==> src/rtl/psbf_ram.sv <==
// ----------------------------------------------------------------------------
// psbf_ram : generic single-write, single-read synchronous RAM
// One write port and one read port; read data is registered.
// ----------------------------------------------------------------------------
module psbf_ram #(
    parameter int unsigned WIDTH = 24,
    parameter int unsigned DEPTH = 8
) (
    input  logic                                      i_clk,
    input  logic                                      i_we,
    input  logic [((DEPTH > 1) ? $clog2(DEPTH) : 1)-1:0] i_waddr,
    input  logic [WIDTH-1:0]                          i_wdata,
    input  logic [((DEPTH > 1) ? $clog2(DEPTH) : 1)-1:0] i_raddr,
    output logic [WIDTH-1:0]                          o_rdata
);

    logic [WIDTH-1:0] r_mem [DEPTH];
    logic [WIDTH-1:0] r_rdata;

    always_ff @(posedge i_clk) begin
        if (i_we) begin
            r_mem[i_waddr] <= i_wdata;
        end
        r_rdata <= r_mem[i_raddr];
    end

    assign o_rdata = r_rdata;

endmodule

==> config.mk <==
export PLATFORM = sky130hd
export DESIGN_NAME = psbf_ram
export DESIGN_NICKNAME = d
export VERILOG_FILES = /design/src/rtl/psbf_ram.sv
export SDC_FILE = /design/constraint.sdc
export NUM_CORES = 1
export LEC_CHECK = 0
export ABC_AREA = 1
export BUFFER_PORTS_ARGS = -buffer_cell sky130_fd_sc_hd__buf_2
export CAP_MARGIN = 10
export CORE_ASPECT_RATIO = 1.2
export CORE_UTILIZATION = 43
export CTS_CLUSTER_SIZE = 10
export DETAILED_ROUTE_END_ITERATION = 8
export PLACE_DENSITY_LB_ADDON = 0.25
export RECOVER_POWER = 100
export SYNTH_ARGS = -nofsm -noshare
export SYNTH_HDL_FRONTEND = slang
export SYNTH_SLANG_ARGS = --single-unit
==> constraint.sdc <==
create_clock -name i_clk -period 3.3 [get_ports i_clk]
set_clock_uncertainty 0.2 [all_clocks]
set_input_delay 0.99 -clock i_clk [delete_from_list [all_inputs] [get_ports i_clk]]
set_output_delay 0.99 -clock i_clk [all_outputs]
set_load 0.005 [all_outputs]
==> Yosys cells after proc, flatten, opt, wreduce, memory -nomap -nowiden <==
Memories as Yosys holds them, arrays and structs flattened. A register that Yosys moved wholly into a read port is not among the register bits.
Cells that the tools add are included.
W data, S select, Z words.
{ "word_totals": {"out_inout_bits": 24, "elab_cells": 3, "ramBits": 192, "mem_count": 1, "regBits": 0, "input_bits": 32} }
{ "memory_table": {"columns": ["memory", "depth", "word_bits", "read_ports", "rd_clocked_by_memory_dff", "wr", "line_no", "source"], "rows": [
  ["r_mem", 8, 24, 1, 1, 1, "17", "logic [WIDTH-1:0] r_mem [DEPTH];"]
]} }
{ "classes": {"n_mux": 2} }
{ "ops": {"columns": ["operator", "count"], "rows": [
  ["$mux W1", 2]
]} }

==> Depth between registers and ports, before layout <==
{ "depth": {"depth_word": 2, "mapped_depth": 9, "mapped_depth_nobuf": 6} }

==> Least setup slack after synthesis <==
Ideal clock, no wire load.
{ "synth_timing": {"kind": "input -> register", "startpoint": "input i_waddr[0] in the netlist's numbering", "endpoint": "memory r_mem[0][0] (enable)", "setup_slack_ns": 0.540, "cell_stages": 3, "arrival_time_ns": 2.156, "n_path_buf": 0, "setup_time_ns": 0.405, "t_required_ns": 2.695, "path_cell_list": "inv_1 -> nand2_1 -> nor2_1"} }
{ "synth_rtl": {"columns": ["element", "line_no", "source"], "rows": [
  ["start: declaration", "11", "input logic [((DEPTH > 1) ? $clog2(DEPTH) : 1)-1:0] i_waddr,"],
  ["end: declaration", "17", null]
]} }
Straight into the memory's write port.

==> Final worst setup path <==
{ "layout_timing": {"startpoint": "input i_we", "endpoint": "memory r_mem[7][4] (enable)"} }
{ "layout_via": {"elab_chain_cells": 2} }
{ "layout_lines": {"columns": ["element", "line_no", "source"], "rows": [
  ["start: declaration", "10", "input logic i_we,"],
  ["$mux W1", "21", "if (i_we) begin"],
  ["$mux W1 (not written as such)", "22", "r_mem[i_waddr] <= i_wdata;"]
]} }
No other way between the ends.

==> summary.md <==
| Metric | Value |
|---|---|
| Number of global-route vias before repair | `5482` |
| Leakage | `4.599 nW` |
| Sequential power share | `52.9%` |
| Peak fanout along the critical path | `8` |
| DR pass1 iterations | `5` |
| Clk_lat worst skew | `510 ps` |
| P_int | `0.004598 W` |
| Overall power | `0.005897 W` |
| Sw Share | `22.02%` |
| Layout area overhead | `13.67%` |
| Initial antenna violation count | `0` |
| Fin Setup TNS | `0 ps` |
| Top cells by area, synth | `edfxtp_1 (65%), nand2_1 (13%), inv_1 (8.3%)` |
| Post-layout util | `49.98%` |
| Post-Syn Nets | `904` |
| Via Count | `5672` |
| Layout cells sized above 1 | `6.842%` |
| DR WL/cell | `16.11 um` |
| Cells resized by post-CTS repair | `0` |
| Comb pwr share | `6.5%` |
| VDD IR max | `0.3769 mV` |
| Final Hold Fails | `0` |
| Initial Util | `43.97%` |
| Routability Congestion | `0.7521` |
| Post-CTS Hold Fix Bufs | `0` |
| Kind of critical path | `primary input to register` |
| Syn Std Cell Area | `0.008906 mm2` |
| Ports | `56` |
| Synth top area share | `64.74%` |
| Fin crit share | `70.62%` |
| Hpwl dp | `11.58 mm` |
| Count of pins over their slew limit | `0` |
| FILL cells | `1900` |
| Number of diodes | `0` |
| Yosys top cell by area | `edfxtp_1` |
| Fin Hold WS | `431.0 ps` |
| Routed wire length | `19.58 mm` |
| Largest net degree at the start of global routing | `97` |
| Die Area | `0.02129 mm2` |
| # nets final | `968` |
| Post-layout min period | `2330 ps` |
| Worst EP required | `3270 ps` |
| H-tree depth | `1` |
| Gr ovfl total | `0` |
| Status | `finished clean` |
| Starting DRC count in detailed routing | `467` |
| Net switching power | `0.001298 W` |
| Clock Sink Count | `216` |
| HP Class | `register to register` |
| Clock power share | `40.6%` |
| TritonCTS clock tree | `yes` |
| CTS root buffer | `clkbuf_16` |
| Clk pin slew, worst setup/hold paths | `60 ps` |
| Post-CTS Repair Setup Buffers | `0` |
| Sequential cell area fraction in the yosys report | `70.13%` |
| Rows | `57` |
| Die width | `133.4 um` |
| Peak Freq | `0.4291 GHz` |
| Crit path arrival time | `2300 ps` |
| Die height | `159.7 um` |
| PwrDens | `582.5 mW/mm2` |
| Final ANT Viol Nets | `0` |
| Setup violations, final | `0` |
| Port bufs | `55` |
| Mapped Cells | `872` |
| Core area | `0.02025 mm2` |
| Crit end category | `register` |
| Post-synthesis cell type count | `12` |
| GRT Total Usage | `19.11%` |
| Slew headroom | `43.17%` |
| Vias per std cell | `4.668` |
| Drc violations | `0` |
| Yosys warns | `0` |
| Worst Tran Pin Value | `851.4 ps` |
| Synth Register Bits | `216` |
| Max clock buf depth | `3` |
| Unrepaired setup endpoints after global routing | `no` |
| Maxcap violations | `0` |
| First-pass GRT wire length | `31.22 mm` |
| Syn avg cell area | `10.21 um2` |
| CTS buffer count | `25` |
| Startpoint types | `primary input` |
[cell usage after synthesis (all sizes together)]
cell,n
dfxtp,24
nand3,96
inv,198
buf,30
clkbuf,6
nand2,318
nor2,8
edfxtp,192
[path summary, 6_finish.rpt]
path / start / to / slack, ps / cells after the start
setup / recovery: i_we / r_mem[7][4] / 970 / 4
hold / removal: r_mem[4][22] / o_rdata[22] / 430 / 6
setup reg to reg: r_mem[1][3] / o_rdata[3] / 2150 / 6
hold reg to reg: r_mem[4][22] / o_rdata[22] / 430 / 6
[power groups by stage]
stage	sequential, W	combinational [W]	clock (W)
3_5_place_dp	0.00317	0.000396	0
2_1_floorplan	0.00317	0.000219	0
4_1_cts	0.00312	0.000399	0.00244
3_3_place_gp	0.00317	0.000393	0
6_report	0.00312	0.000382	0.00240
5_1_grt	0.00313	0.000434	0.00255
[cell type report]
type                       instances  area (um2)  share of cell area, %
sequential                       216        6246                  61.70
tap                              265       331.6                  3.275
inverter                         198       743.2                  7.341
timing repair buffer              73       399.1                  3.943
multi-input combinational        422        1717                  16.96
clock inverter                     1       5.005                0.04944
clock buffer                      40       681.9                  6.736
[per-stage QoR]
| stage | cells | setup slack [ps] | cell area [um2] |
|---|---|---|---|
| global route | 1215 | 832.0 | 10120 |
| floorplan | 872 | 539.6 | 8906 |
| detailed placement | 1174 | 679.4 | 9505 |
| finish | 1215 | 969.7 | 10120 |
| global placement | 1174 | 669.6 | 9505 |
| CTS | 1215 | 1054 | 10190 |
[layer usage]
| metal | wire, um | track usage (%) | up-vias |
|---|---|---|---|
| li1 | - | - | 2819 |
| met1 | 9311 | 28.22 | 2665 |
| met2 | 8850 | 29.81 | 162 |
| met3 | 1067 | 2.444 | 26 |
| met4 | 347 | 5.114 | 0 |
| met5 | 0 | 0 | - |
[cell usage in the layout (no fill, tap or decap), drive strengths merged]
cell type,n
buf,32
clkbuf,81
clkinv,1
dfxtp,24
edfxtp,192
inv,198
nand2,318
nand3,96
nor2,8
[flip-flops by register name, indices dropped and copies added (netlist names)]
name     flops
r_mem      192
o_rdata     24
[logic make-up (layout without fill, tap and decap cells)]
group / Yosys count / in the layout / synth area share [%]
DFF: 216 / 216 / 70.13
and+or+nand+nor: 422 / 422 / 19.13
buffers and inverters: 234 / 312 / 10.73
[critical path, cell delays in order]
cell,delay [ps]
clkbuf_1,90
nand2_1,210
nor2_1,660
clkbuf_1,340
(Power assumes the default switching activity.)
